[config.mk]
export PLATFORM = sky130hd
export DESIGN_NAME = base64_stream_decoder
export DESIGN_NICKNAME = d
export VERILOG_FILES = /design/src/rtl/b64d_pkg.sv /design/src/rtl/base64_stream_decoder.sv /design/src/rtl/b64d_front.sv /design/src/rtl/b64d_fifo.sv /design/src/rtl/b64d_back.sv
export SDC_FILE = /design/constraint.sdc
export NUM_CORES = 1
export LEC_CHECK = 0
export ABC_AREA = 0
export BUFFER_PORTS_ARGS = -buffer_cell sky130_fd_sc_hd__buf_2
export CORE_MARGIN = 5
export CORE_UTILIZATION = 55
export CTS_BUF_LIST = sky130_fd_sc_hd__clkbuf_8
export DETAILED_ROUTE_END_ITERATION = 7
export GPL_TIMING_DRIVEN = 0
export PLACE_DENSITY = 0.75
export SETUP_SLACK_MARGIN = 0.2
export SLEW_MARGIN = 20
export SYNTH_ARGS = -nofsm -noshare
export SYNTH_HDL_FRONTEND = slang
export SYNTH_SLANG_ARGS = --single-unit
[constraint.sdc]
create_clock -name clk_i -period 2.8 [get_ports clk_i]
set_input_delay 0.28 -clock clk_i [delete_from_list [all_inputs] [get_ports clk_i]]
set_output_delay 0.28 -clock clk_i [all_outputs]
set_load 0.03 [all_outputs]
[src/rtl/b64d_pkg.sv]
`default_nettype none
package b64d_pkg;

  // pad character and sextet code for a character outside the alphabet
  localparam logic [7:0] PadChar  = 8'h3D;
  localparam logic [6:0] NoSextet = 7'd64;

  // depth of the group queue between front and back
  localparam int unsigned QDepth = 4;
  localparam int unsigned QAw    = $clog2(QDepth);

  // one decoded group: up to three bytes that one character released
  typedef struct packed {
    logic [2:0][7:0] bytes;   // bytes[0] goes out first
    logic [1:0]      nbytes;  // 1 to 3
    logic            bad;
    logic            fin;
  } group_t;

  // map an ascii code to its sextet, NoSextet when not in the alphabet
  function automatic logic [6:0] sextet_of(input logic [7:0] c);
    logic [6:0] v;
    v = NoSextet;
    if (c >= 8'h41 && c <= 8'h5A) v = 7'(c - 8'h41);
    else if (c >= 8'h61 && c <= 8'h7A) v = 7'(c - 8'h61 + 8'd26);
    else if (c >= 8'h30 && c <= 8'h39) v = 7'(c - 8'h30 + 8'd52);
    else if (c == 8'h2B) v = 7'd62;
    else if (c == 8'h2F) v = 7'd63;
    return v;
  endfunction

endpackage
`default_nettype wire

[src/rtl/base64_stream_decoder.sv]
// base64 text decoder, standard alphabet
// slave channel: one ascii character per item on s_axis_tdata, tlast on the
// final character of a string. master channel: one decoded byte per item on
// m_axis_tdata, tuser set when the string was invalid (byte is then zero and
// earlier bytes of that string are void), tlast on the last byte of a string.
// a full quad gives three bytes; a final quad with one or two pads gives two
// or one. a bad string gives exactly one item with tuser and tlast set.
// the front takes one character every cycle while the four-entry group queue
// has room; the back drains one byte per cycle while the receiver is ready.
// the first byte of a group passes through the queue and then the output
// register after the character that completes it is accepted.
// reset clears the quad state, queue and output register; no clearing pass.
// when the receiver stalls the output item holds, the queue fills and then
// s_axis_tready drops until a group's last byte is in the output register.
`default_nettype none
module base64_stream_decoder (
  input  wire        clk_i,
  input  wire        rst_ni,
  input  wire        s_axis_tvalid,
  output logic       s_axis_tready,
  input  wire  [7:0] s_axis_tdata,   // [7:0] char_in
  input  wire        s_axis_tlast,   // end_of_text
  output logic       m_axis_tvalid,
  input  wire        m_axis_tready,
  output logic [7:0] m_axis_tdata,   // [7:0] byte_out
  output logic       m_axis_tuser,   // [0] bad_input
  output logic       m_axis_tlast    // final_res
);

  logic             acc;
  logic             push, pop, empty, full;
  b64d_pkg::group_t wgroup, head;

  assign s_axis_tready = !full;
  assign acc           = s_axis_tvalid && s_axis_tready;

  b64d_front u_front (
    .clk_i   (clk_i),
    .rst_ni  (rst_ni),
    .acc_i   (acc),
    .char_i  (s_axis_tdata),
    .last_i  (s_axis_tlast),
    .push_o  (push),
    .group_o (wgroup)
  );

  b64d_fifo u_fifo (
    .clk_i   (clk_i),
    .rst_ni  (rst_ni),
    .push_i  (push),
    .wdata_i (wgroup),
    .pop_i   (pop),
    .rdata_o (head),
    .empty_o (empty),
    .full_o  (full)
  );

  b64d_back u_back (
    .clk_i   (clk_i),
    .rst_ni  (rst_ni),
    .head_i  (head),
    .empty_i (empty),
    .pop_o   (pop),
    .valid_o (m_axis_tvalid),
    .ready_i (m_axis_tready),
    .byte_o  (m_axis_tdata),
    .bad_o   (m_axis_tuser),
    .fin_o   (m_axis_tlast)
  );

endmodule
`default_nettype wire

[src/rtl/b64d_front.sv]
`default_nettype none
module b64d_front (
  input  wire                  clk_i,
  input  wire                  rst_ni,
  input  wire                  acc_i,       // character item accepted
  input  wire  [7:0]           char_i,
  input  wire                  last_i,
  output logic                 push_o,
  output b64d_pkg::group_t     group_o
);

  logic [1:0]  pos_q, pos_d;
  logic [17:0] buf_q, buf_d;
  logic        tp_q, tp_d;
  logic        err_q, err_d;

  logic [6:0]  v;
  logic        is_pad;
  logic        bad_v;
  logic        err;
  logic [1:0]  count;
  logic [5:0]  s3;
  logic [17:0] buf_n;
  logic        tp_n;

  assign v      = b64d_pkg::sextet_of(char_i);
  assign is_pad = (char_i == b64d_pkg::PadChar);
  assign bad_v  = (v == b64d_pkg::NoSextet);

  // classify the character against its slot in the quad
  always_comb begin
    err   = err_q;
    buf_n = buf_q;
    tp_n  = tp_q;
    count = 2'd0;
    s3    = 6'd0;
    if (!err_q) begin
      unique case (pos_q)
        2'd0, 2'd1: begin
          if (bad_v) err = 1'b1;
          else buf_n = {buf_q[11:0], v[5:0]};
        end
        2'd2: begin
          if (is_pad) begin
            tp_n  = 1'b1;
            buf_n = {buf_q[11:0], 6'd0};
          end else if (bad_v) err = 1'b1;
          else buf_n = {buf_q[11:0], v[5:0]};
        end
        default: begin
          if (tp_q) begin
            if (!is_pad || !last_i) err = 1'b1;
            else count = 2'd1;
          end else if (is_pad) begin
            if (!last_i) err = 1'b1;
            else count = 2'd2;
          end else if (bad_v) err = 1'b1;
          else begin
            s3    = v[5:0];
            count = 2'd3;
          end
        end
      endcase
    end
    if (last_i && pos_q != 2'd3) err = 1'b1;
    if (err) count = 2'd0;
  end

  // group for the queue
  always_comb begin
    group_o.bytes[0] = buf_n[17:10];
    group_o.bytes[1] = buf_n[9:2];
    group_o.bytes[2] = {buf_n[1:0], s3};
    group_o.nbytes   = count;
    group_o.bad      = 1'b0;
    group_o.fin      = last_i;
    if (last_i && err) begin
      group_o.bytes  = '0;
      group_o.nbytes = 2'd1;
      group_o.bad    = 1'b1;
    end
  end

  assign push_o = acc_i && (last_i || count != 2'd0);

  // next quad state
  always_comb begin
    pos_d = pos_q;
    buf_d = buf_q;
    tp_d  = tp_q;
    err_d = err_q;
    if (acc_i) begin
      if (last_i) begin
        pos_d = 2'd0;
        buf_d = '0;
        tp_d  = 1'b0;
        err_d = 1'b0;
      end else begin
        pos_d = pos_q + 2'd1;
        err_d = err;
        buf_d = (pos_q == 2'd3) ? 18'd0 : buf_n;
        tp_d  = (pos_q == 2'd3) ? 1'b0 : tp_n;
      end
    end
  end

  always_ff @(posedge clk_i or negedge rst_ni) begin
    if (!rst_ni) begin
      pos_q <= '0;
      buf_q <= '0;
      tp_q  <= 1'b0;
      err_q <= 1'b0;
    end else begin
      pos_q <= pos_d;
      buf_q <= buf_d;
      tp_q  <= tp_d;
      err_q <= err_d;
    end
  end

endmodule
`default_nettype wire

[src/rtl/b64d_fifo.sv]
`default_nettype none
module b64d_fifo (
  input  wire                  clk_i,
  input  wire                  rst_ni,
  input  wire                  push_i,
  input  wire b64d_pkg::group_t wdata_i,
  input  wire                  pop_i,
  output b64d_pkg::group_t     rdata_o,
  output logic                 empty_o,
  output logic                 full_o
);

  b64d_pkg::group_t            mem_q [b64d_pkg::QDepth];
  logic [b64d_pkg::QAw-1:0]    wptr_q, rptr_q;
  logic [b64d_pkg::QAw:0]      cnt_q;

  assign empty_o = (cnt_q == '0);
  assign full_o  = (cnt_q == (b64d_pkg::QAw+1)'(b64d_pkg::QDepth));
  assign rdata_o = mem_q[rptr_q];

  // group storage
  always_ff @(posedge clk_i) begin
    if (push_i) mem_q[wptr_q] <= wdata_i;
  end

  // pointers and fill count
  always_ff @(posedge clk_i or negedge rst_ni) begin
    if (!rst_ni) begin
      wptr_q <= '0;
      rptr_q <= '0;
      cnt_q  <= '0;
    end else begin
      if (push_i) wptr_q <= wptr_q + 1'b1;
      if (pop_i)  rptr_q <= rptr_q + 1'b1;
      if (push_i && !pop_i) cnt_q <= cnt_q + 1'b1;
      else if (pop_i && !push_i) cnt_q <= cnt_q - 1'b1;
    end
  end

endmodule
`default_nettype wire

[src/rtl/b64d_back.sv]
`default_nettype none
module b64d_back (
  input  wire                  clk_i,
  input  wire                  rst_ni,
  input  wire b64d_pkg::group_t head_i,
  input  wire                  empty_i,
  output logic                 pop_o,
  output logic                 valid_o,
  input  wire                  ready_i,
  output logic [7:0]           byte_o,
  output logic                 bad_o,
  output logic                 fin_o
);

  logic [1:0] idx_q, idx_d;
  logic       valid_q, valid_d;
  logic [7:0] byte_q;
  logic       bad_q, fin_q;
  logic       load;
  logic       last_of_group;

  // output register free and a group waiting
  assign load          = !empty_i && (!valid_q || ready_i);
  assign last_of_group = (idx_q == head_i.nbytes - 2'd1);
  assign pop_o         = load && last_of_group;

  always_comb begin
    valid_d = valid_q;
    idx_d   = idx_q;
    if (valid_q && ready_i) valid_d = 1'b0;
    if (load) begin
      valid_d = 1'b1;
      idx_d   = last_of_group ? 2'd0 : idx_q + 2'd1;
    end
  end

  always_ff @(posedge clk_i or negedge rst_ni) begin
    if (!rst_ni) begin
      valid_q <= 1'b0;
      idx_q   <= '0;
    end else begin
      valid_q <= valid_d;
      idx_q   <= idx_d;
    end
  end

  // output payload
  always_ff @(posedge clk_i) begin
    if (load) begin
      byte_q <= head_i.bytes[idx_q];
      bad_q  <= head_i.bad;
      fin_q  <= head_i.fin && last_of_group;
    end
  end

  assign valid_o = valid_q;
  assign byte_o  = byte_q;
  assign bad_o   = bad_q;
  assign fin_o   = fin_q;

endmodule
`default_nettype wire
### After elaboration in Yosys (flattened, before gate mapping)

Memories as Yosys holds them, arrays and structs flattened.
Cells that the tools add are included.

* bits in registers: 42
* bits of input ports: 13
* ROM bits: 0
* latch bits: 0
* memories kept: 1
* output and inout bits: 12
* logic and storage cells: 126
* memory bits (writable): 112

Memory list
* u_fifo.mem_q: words 4, width 28, rd ports 1, clocked after Yosys merged registers in 0, write ports 1, RTL line b64d_fifo.sv:13 `b64d_pkg::group_t mem_q [b64d_pkg::QDepth];`

* reduce and logical (&&, ||, !) cells: 33
* equality and inequality tests: 11
* bitwise gates (word level): 0
* $lt $le $gt $ge: 7
* multipliers: 0
* shift operators: 0
* $add $sub $neg: 12
* div/mod/pow operators: 0
* mux-type cells: 50

Operators with widths (count)
* $mux 18: 5
* $pmux 18 s2: 1
* $mux 7: 5
* $mux 6: 5
* $mux 27: 1
* $eq 8x6->1 const B: 3
* $mux 1: 19
* $mux 2: 9
* $bmux 8 s2: 1
* $ge 8x7->1 const B: 2
* $le 8x7->1 const B: 2
* $sub 7x7->7 const B: 2
* $logic_and 1x1->1: 13
* $add 2x1->2 const B: 4
* $ge 8x6->1 const B: 1
* $le 8x6->1 const B: 1
* $mux 8: 1
* $add 7x5->7 const B: 1
* $add 7x6->7 const B: 1
* $eq 7x7->1 const B: 1
* $logic_not 1->1: 7
* $sub 7x6->7 const B: 1
* $mux 3: 2
* $reduce_bool 2->1: 3
* 18 further kinds: 22

### Depth between registers and ports, before layout

Gate-level depths: netlist of run 1.

* depth in word-level cells: 21
* gate-level depth with buffers: 16
* gate-level depth less buffers: 15

### Modules after synthesis

Synthesis of run 1 repeated with hierarchy kept, for this count alone.

* cells, all modules: 528
* area, all modules: 7435.9 µm²

By module, submodules not included
* b64d_fifo: cells an instance 180, area each 4435.5 µm², instances 1, seq. area each 3538.4 µm²
* b64d_front: cells an instance 286, area each 2319.7 µm², instances 1, seq. area each 550.5 µm²
* b64d_back: cells an instance 60, area each 670.6 µm², instances 1, seq. area each 375.4 µm²
* base64_stream_decoder: cells an instance 2, area each 10.0 µm², instances 1, seq. area each 0.0 µm²

### Worst setup path before layout of run 1

No wires, ideal clock.

* kind: input to register
* start: in s_axis_tdata[2]
* end: reg u_fifo.cnt_q[2] (netlist name)
* arrival time: 3264 ps
* setup time: 79 ps
* setup slack: -543 ps
* data required time: 2721 ps
* cell stages on the path: 16
* buffers on the path: 1
* cells stage by stage: buf_4 inv_1 ha_1 nor2b_1 o31ai_2 a31oi_1 a22oi_2 nor3_2 a21o_1 a21oi_2 ha_1 inv_1 fa_1 xor2_1 nor2_1 xor2_1

* cells in the longest elaborated chain, start to end: 20
* elaborated cells on any way between the ends: 48
* those cells by class: 5 x add/sub; 6 x order compare; 4 x eq/ne; 21 x mux; 12 x reduce/logical

Ends and longest elaborated chain
* start, declared: RTL line base64_stream_decoder.sv:21 `input wire [7:0] s_axis_tdata,`
* parallel branches: the longest is 13 deep, another holds $sub 7x6->7
* $mux 2 (*): RTL line b64d_front.sv:66 `if (err) count = 2'd0;`
* $reduce_bool 2->1 (*): RTL line b64d_front.sv:84 `assign push_o = acc_i && (last_i || count != 2'd0);`
* $logic_or 1x1->1 (*): RTL line b64d_front.sv:84
* $logic_and 1x1->1 (*): RTL line b64d_front.sv:84
* named net push: RTL line base64_stream_decoder.sv:31 `logic push, pop, empty, full;`
* $logic_not 1->1: RTL line b64d_fifo.sv:36 `else if (pop_i && !push_i) cnt_q <= cnt_q - 1'b1;`
* $logic_and 1x1->1: RTL line b64d_fifo.sv:36
* $reduce_bool 2->1 (no source line)
* end signal, assigned: RTL line b64d_fifo.sv:35 `if (push_i && !pop_i) cnt_q <= cnt_q + 1'b1;`
* end signal, assigned: RTL line b64d_fifo.sv:36
* end, declared: RTL line b64d_fifo.sv:15 `logic [b64d_pkg::QAw:0] cnt_q;`

Mark *: on every way through the listed nets, which the timed path passes.
A chain may end at the register's enable or synchronous reset.

### Final worst setup path of run 1

* start: in s_axis_tdata[2]
* end: reg u_fifo.cnt_q[1] (netlist name)

The elaborated chain is that of the path after synthesis.

==> results.py, run 1 <==
metrics = {
    "timing": {
        "clock_skew_ns": 0.0114,
        "grt_setup_unrepaired": "yes",
        "finalSetupViolations": 0,
        "relSlewSlack": 0.427,
        "drv_slew": 0,
        "fin_crit_ns": 2.73,
        "hold_viol_final": 0,
        "setup_tns_ns": 0,
        "fmax_mhz": 366,
        "worst_pin_slew_ns": 0.859,
        "min_period_over_period": 0.976,
    },
    "grt": {
        "grt_max_degree": 33,
        "antenna_found_initial": 0,
        "grt_pass1_wl_mm": 30.4,
        "gr-usage-all-layers": 0.250,
        "grt_pass1_vias": 5290,
        "grt-ovfl-total": 0,
    },
    "logic_synthesis": {
        "yosysUniqueCellTypes": 66,
        "yosys.area.top_type": "edfxtp_1",
        "synth.area.top_cells": "edfxtp_1, dfrtp_1, mux4_2",
        "syn_nets": 590,
        "yosysSeqAreaShare": 0.591,
        "netlist_area_sq_um": 7560,
        "synthArstFlopShare": 0.208,
        "netlist_top_cells_count": "edfxtp_1, a21oi_1, dfrtp_1, nand2_1, nor2_1",
        "ys_seq_elements": 154,
        "synth.top_cell.area_share": 0.485,
        "synthFlopType": "edfxtp_1",
        "synth-warning-count": 0,
        "synth.most_common_cell": "edfxtp_1",
        "avgSynthCellArea_sq_um": 13.5,
        "syn_inst": 559,
        "synth_edf_count": 122,
    },
    "worst_hold_path": {
        "hp-class": "in2reg",
        "hold_depth": 2,
        "min_from": "s_axis_tvalid",
    },
    "clock_network": {
        "path_clk_slew_ns": 0.08,
        "cts_sinks": 154,
        "insertion_delay_ns": 0.46,
        "root_buffer": "clkbuf_8",
        "htreeDepth": 4,
        "clk_path_buf_depth": 2,
        "cts_buffers": 17,
        "cts_tree": "yes",
    },
    "final_layout": {
        "final_core_util": 0.735,
        "area_growth_syn_to_layout_pct": 29.7,
        "insertedDiodeCount": 0,
        "final_area_sq_um": 9810,
        "layout-drive-gt1-share": 0.423,
        "fin_nets": 697,
        "final_cells": 855,
    },
    "setup_path": {
        "rrSetupSlack_ns": 0.15,
        "crit_cells": 16,
        "max_stage_delay_ns": 0.43,
        "startpoint": "s_axis_tdata[2]",
        "cp_data_arrival_time_ns": 3.07,
        "reg2reg_depth": 12,
        "crit_path_end": "u_fifo.cnt_q[1]",
        "r2r-start": "u_fifo.rptr_q[1]",
        "crit_chain": "buf_8 -> buf_12 -> inv_8 -> ha_4 -> nor2b_4 -> o31ai_4 -> buf_6 -> o21ai_0 -> o311ai_2 -> nor3_4 -> a21o_1 -> a21oi_4 -> ha_4 -> inv_2 -> fa_2 -> mux2_4",
        "end_kind": "register",
        "cpMaxStageDelayCell": "fa_2",
        "cp_max_fo": 8,
        "critPathBufInv": 5,
        "cpMostUsedCell": "ha_4",
        "cp-start-kind": "input port",
        "critical_path_required_ns": 3.14,
        "worstReg2RegEnd": "u_fifo.cnt_q[2]",
        "path_class": "in2reg",
        "crit_family": "compound AO/OA/AOI/OAI gates",
    },
    "die": {
        "initial_core_util": 0.566,
        "core-area_sq_um": 13300,
        "die_w_um": 127,
        "fp.dieH_um": 127,
        "ios": 25,
        "rows": 42,
        "die_area_sq_um": 16200,
    },
    "route": {
        "vias_per_cell": 6.35,
        "first_iter_violations": 510,
        "drt-wirelength-per-cell_um": 24.0,
        "ant_nets": 0,
        "num_vias": 5427,
        "wl_mm": 20.5,
        "drc": 0,
        "firstDrtPassIters": 5,
    },
    "status": {
        "outcome": "finished clean",
    },
    "pwr": {
        "max-vdd-ir-drop_mv": 0.558,
        "cellPowerDensity_nw_per_um2": 863,
        "p_leak_nw": 3.46,
    },
    "flow_run": {
        "cap_violations": 0,
    },
    "place": {
        "placed_area_sq_um": 8010,
        "post-place-cells": 758,
        "hpwl_mm": 11.7,
        "gp_congestion": 0.928,
        "place.port_buffers": 23,
    },
}
## stage by stage
step	setup WS [ns]	hold WS [ns]	total power (W)
3_3_place_gp	-0.956	0.393	0.00586
4_1_cts	0.0698	0.106	0.00804
3_5_place_dp	-0.887	0.416	0.00597
6_report	0.0672	0.128	0.00847
5_1_grt	-0.0157	0.132	0.00885
2_1_floorplan	-0.150	-0.0156	0.00517
## cell families after synthesis
group                      synth area share
xor gates and xnor gates             0.0151
and+or+nand+nor                      0.0786
muxes                                0.0998
buffers and inverters                0.0399
AOI/OAI and AO/OA                     0.145
adders and majority gates            0.0308
DFF                                   0.591
## worst min-delay path by stage
stage	endpoint	slack, ns
floorplan	u_back.idx_q[0]	-0.02
global placement	u_fifo.rptr_q[0]	0.39
detailed placement	u_fifo.rptr_q[0]	0.42
CTS	u_front.pos_q[1]	0.11
global route	u_front.pos_q[1]	0.13
finish	u_front.pos_q[1]	0.13
## metal layers
layer  global-route usage  part of all wire  vias up
li1                     -                 -     2380
met1                0.341              0.40     2756
met2                0.406              0.50      245
met3               0.0492             0.068       46
met4               0.0839             0.027        0
met5                    0                 0        -
## flip-flops by register name, summed over array words and instances (netlist names)
signal / count
u_back.bad_o: 1
u_back.byte_o: 8
u_back.fin_o: 1
u_back.idx_q: 2
u_back.valid_o: 1
u_fifo.cnt_q: 3
u_fifo.mem_q: 112
u_fifo.rptr_q: 2
u_fifo.wptr_q: 2
u_front.buf_q: 18
u_front.err_q: 1
u_front.pos_q: 2
u_front.tp_q: 1
## cell usage in the layout, fill, tap and decap left out, drive strengths merged, types with 11 or more instances in the layout
master and count:
clkbuf 34, edfxtp 122, ha 17, and2 22, mux4 28, a22oi 11, nand2 32, nand3 19
o31ai 15, buf 93, a211oi 15, o21ai 26, a31oi 16, xnor2 11, inv 33, nor2 31
dfrtp 32, a21oi 34
## final cells by class
type / instances / area, sq um
buffer: 37 / 298
clock buffer: 17 / 234
clock inverter: 15 / 136
fill: 838 / 3540
inverter: 29 / 124
multi-input combinational: 351 / 3670
sequential: 154 / 4460
tap: 176 / 220
timing repair buffer: 76 / 657
## where the power goes
group | internal [W] | switching (W) | total [W]
clock network | 0.000776 | 0.000814 | 0.00159
logic | 0.00156 | 0.00222 | 0.00378
registers | 0.00292 | 0.000181 | 0.00310
## repair_timing
item / CTS / global route
endpoints found under the setup margin: 244 / 230
pin swaps: 40 / 32
buffers inserted: 37 / 12
hold buffers: 2 / 0
endpoints found under the hold margin: 33 / 0
resized for setup: 124 / 80
cloned: 4 / 10
(Power assumes the default switching activity.)
==> run 2, diff against run 1 <==
--- a/config.mk
+++ b/config.mk
@@ -17,4 +17,5 @@
 export SLEW_MARGIN = 20
 export SYNTH_ARGS = -nofsm -noshare
 export SYNTH_HDL_FRONTEND = slang
+export SYNTH_HIERARCHICAL = 1
 export SYNTH_SLANG_ARGS = --single-unit
==> run 2 against run 1 <==
  * The run now ends with setup timing left
  * Via count up 2.6%
  * Register-to-register slack worse by 0.42 ns
  * Cell count down 0.82%
  * Sequential share of layout area down 0.22 points
  * Clock-buffer cell count unchanged
  * Flip-flop and latch count unchanged
  * Critical endpoint is now u_fifo/cnt_q[1]
==> results.py, run 2 <==
metrics = {
    "timing": {
        "hold_viol_final": 0,
        "relSlewSlack": 0.317,
        "fin_ws_ns": -0.374,
        "clock_skew_ns": 0.0149,
        "drv_slew": 0,
        "whs_ns": 0.0310,
        "fin_crit_ns": 3.17,
        "min_period_over_period": 1.13,
        "fmax_mhz": 315,
        "grt_setup_unrepaired": "yes",
        "worst_pin_slew_ns": 1.02,
        "finalSetupViolations": 233,
    },
    "place": {
        "placed_area_sq_um": 8010,
        "place.port_buffers": 23,
        "gp_congestion": 0.891,
        "post-place-cells": 727,
        "hpwl_mm": 11.4,
    },
    "grt": {
        "grt_max_degree": 33,
        "antenna_found_initial": 0,
        "grt_pass1_vias": 5289,
        "grt_pass1_wl_mm": 29.6,
        "grt-ovfl-total": 0,
        "gr-usage-all-layers": 0.243,
    },
    "setup_path": {
        "cp_data_arrival_time_ns": 3.52,
        "crit_family": "simple AND/OR/NAND/NOR gates",
        "startpoint": "s_axis_tdata[0]",
        "end_kind": "register",
        "critPathBufInv": 6,
        "critical_path_required_ns": 3.14,
        "cpMostUsedCell": "buf_6",
        "path_class": "in2reg",
        "cp-start-kind": "input port",
        "cpMaxStageDelayCell": "or4b_4",
        "cp_max_fo": 6,
        "r2r-start": "u_fifo/rptr_q[0]",
        "max_stage_delay_ns": 0.57,
        "crit_chain": "buf_8 -> clkbuf_16 -> clkinv_8 -> ha_2 -> nand2_2 -> a41oi_4 -> buf_6 -> nand4_1 -> o211ai_1 -> or4b_4 -> buf_6 -> nor2_4 -> nor4_4 -> o21a_4 -> ha_4 -> inv_2 -> fa_1 -> mux2_4",
    },
    "route": {
        "first_iter_violations": 643,
        "ant_nets": 0,
        "vias_per_cell": 6.56,
        "drc": 0,
        "wl_mm": 21.6,
        "firstDrtPassIters": 5,
        "num_vias": 5567,
        "drt-wirelength-per-cell_um": 25.5,
    },
    "final_layout": {
        "insertedDiodeCount": 0,
        "layout_commonest_cell": "edfxtp_1",
        "area_growth_syn_to_layout_pct": 32.5,
        "fin_nets": 691,
        "layout-drive-gt1-share": 0.449,
        "final_cells": 848,
        "largest_reg_flops": 112,
        "mostFrequentLayoutCells": "edfxtp_1, buf_6, buf_4, dfrtp_1, mux4_2",
        "top_register": "u_fifo/mem_q",
        "final_area_sq_um": 9850,
    },
    "logic_synthesis": {
        "synthFlopType": "edfxtp_1",
        "syn_inst": 528,
        "netlist_area_sq_um": 7440,
        "yosysUniqueCellTypes": 63,
        "synth.area.top_cells": "edfxtp_1, dfrtp_1, mux4_2",
        "synthArstFlopShare": 0.208,
        "synth_edf_count": 122,
        "syn_nets": 560,
        "avgSynthCellArea_sq_um": 14.1,
        "netlist_top_cells_count": "edfxtp_1, a21oi_1, dfrtp_1",
        "synth.most_common_cell": "edfxtp_1",
        "synth-warning-count": 6,
        "yosys.area.top_type": "edfxtp_1",
        "synth.top_cell.area_share": 0.493,
        "ys_seq_elements": 154,
        "yosysSeqAreaShare": 0.600,
    },
    "die": {
        "die_area_sq_um": 15900,
        "rows": 42,
        "initial_core_util": 0.562,
        "ios": 25,
        "die_w_um": 126,
        "core-area_sq_um": 13200,
        "fp.dieH_um": 126,
    },
    "clock_network": {
        "insertion_delay_ns": 0.46,
        "root_buffer": "clkbuf_8",
        "cts_sinks": 154,
        "cts_tree": "yes",
        "cts_buffers": 17,
        "clk_path_buf_depth": 2,
        "htreeDepth": 4,
        "path_clk_slew_ns": 0.08,
    },
    "pwr": {
        "pwr-share-clk": 0.176,
        "p_leak_nw": 3.63,
        "p_int_w": 0.00525,
        "max-vdd-ir-drop_mv": 0.459,
        "switchingPower_w": 0.00329,
        "p_comb_frac": 0.456,
        "cellPowerDensity_nw_per_um2": 867,
        "power.total_w": 0.00854,
        "switching_share": 0.385,
        "p_seq_frac": 0.368,
    },
    "status": {
        "violations": "setup timing",
        "outcome": "complete, but fails checks",
    },
    "worst_hold_path": {
        "min_from": "s_axis_tlast",
        "hp-class": "in2reg",
    },
    "flow_run": {
        "cap_violations": 0,
    },
}
run 2: cell count changes after synthesis, sizes merged, moves of 8 or more:
cell	change
nand2	-9
a31oi	-12
a21oi	+13
nor2	-21
a211oi	-13
a32oi	+14
nand3	-8
o22ai	-9
run 2: final timing paths:
kind | cells after the start | endpoint | slack, ns
max | 18 | u_fifo/cnt_q[1] | -0.37
min | 1 | u_fifo/mem_q[3][0] | 0.03
max reg2reg | 10 | u_fifo/cnt_q[1] | -0.27
min reg2reg | 1 | u_fifo/cnt_q[2] | 0.56
max in group asynchronous | 2 | u_fifo/wptr_q[1] | 1.75
min in group asynchronous | 2 | u_back/valid_o | 0.47
run 2: layer usage:
layer | share of wire | global-route usage | up-vias
li1 | - | - | 2356
met1 | 0.37 | 0.314 | 2772
met2 | 0.51 | 0.407 | 350
met3 | 0.081 | 0.0495 | 89
met4 | 0.039 | 0.0909 | 0
met5 | 0 | 0 | -
run 2: per-stage QoR:
step,setup slack [ns],TNS [ns],utilization
global placement,-1.13,-203.15,0.605
finish,-0.374,-45.51,0.744
CTS,-0.305,-16.69,0.699
global route,-0.442,-59.51,0.744
floorplan,-0.529,-30.68,-
detailed placement,-1.15,-202.36,0.605
run 2: worst reg2reg max path, delay by kind of cell (launching register included):
kind            cells  cell delay, ns
simple gates        1            0.36
xor+xnor            1            0.22
buf+inv             3            0.33
flops               1            0.41
compound gates      1            0.20
mux                 2            0.85
fa+ha+maj           2            0.59
run 2: what timing repair did:
| action | CTS | global route |
|---|---|---|
| endpoints found under the setup margin | 241 | 241 |
| endpoints found under the hold margin | 32 | 0 |
| cloned | 4 | 9 |
| setup buffers | 51 | 24 |
| hold buffers | 1 | 0 |
| pin swaps | 21 | 22 |
| gates resized for setup | 94 | 92 |
run 2: power by group through the flow:
stage          combinational [W]  clock [W]  sequential (W)
2_1_floorplan            0.00200          0         0.00327
3_3_place_gp             0.00278          0         0.00313
3_5_place_dp             0.00287          0         0.00316
4_1_cts                  0.00337    0.00149         0.00312
5_1_grt                  0.00411    0.00162         0.00318
6_report                 0.00389    0.00150         0.00314
run 2: layout make-up:
class,count,area (sq um)
buffer,36,283
clock buffer,17,234
clock inverter,15,111
fill,809,3390
inverter,23,104
multi-input combinational,325,3480
sequential,154,4460
tap,176,220
timing repair buffer,102,956
run 2: kinds of logic (layout without fill, tap and decap cells):
logic type | after synthesis | after routing | synth area share
flops | 154 | 154 | 0.600
xor+xnor | 10 | 10 | 0.0118
fa+ha+maj | 19 | 19 | 0.0330
compound gates | 152 | 152 | 0.146
buf+inv | 59 | 193 | 0.0389
mux | 40 | 40 | 0.101
simple gates | 94 | 104 | 0.0688
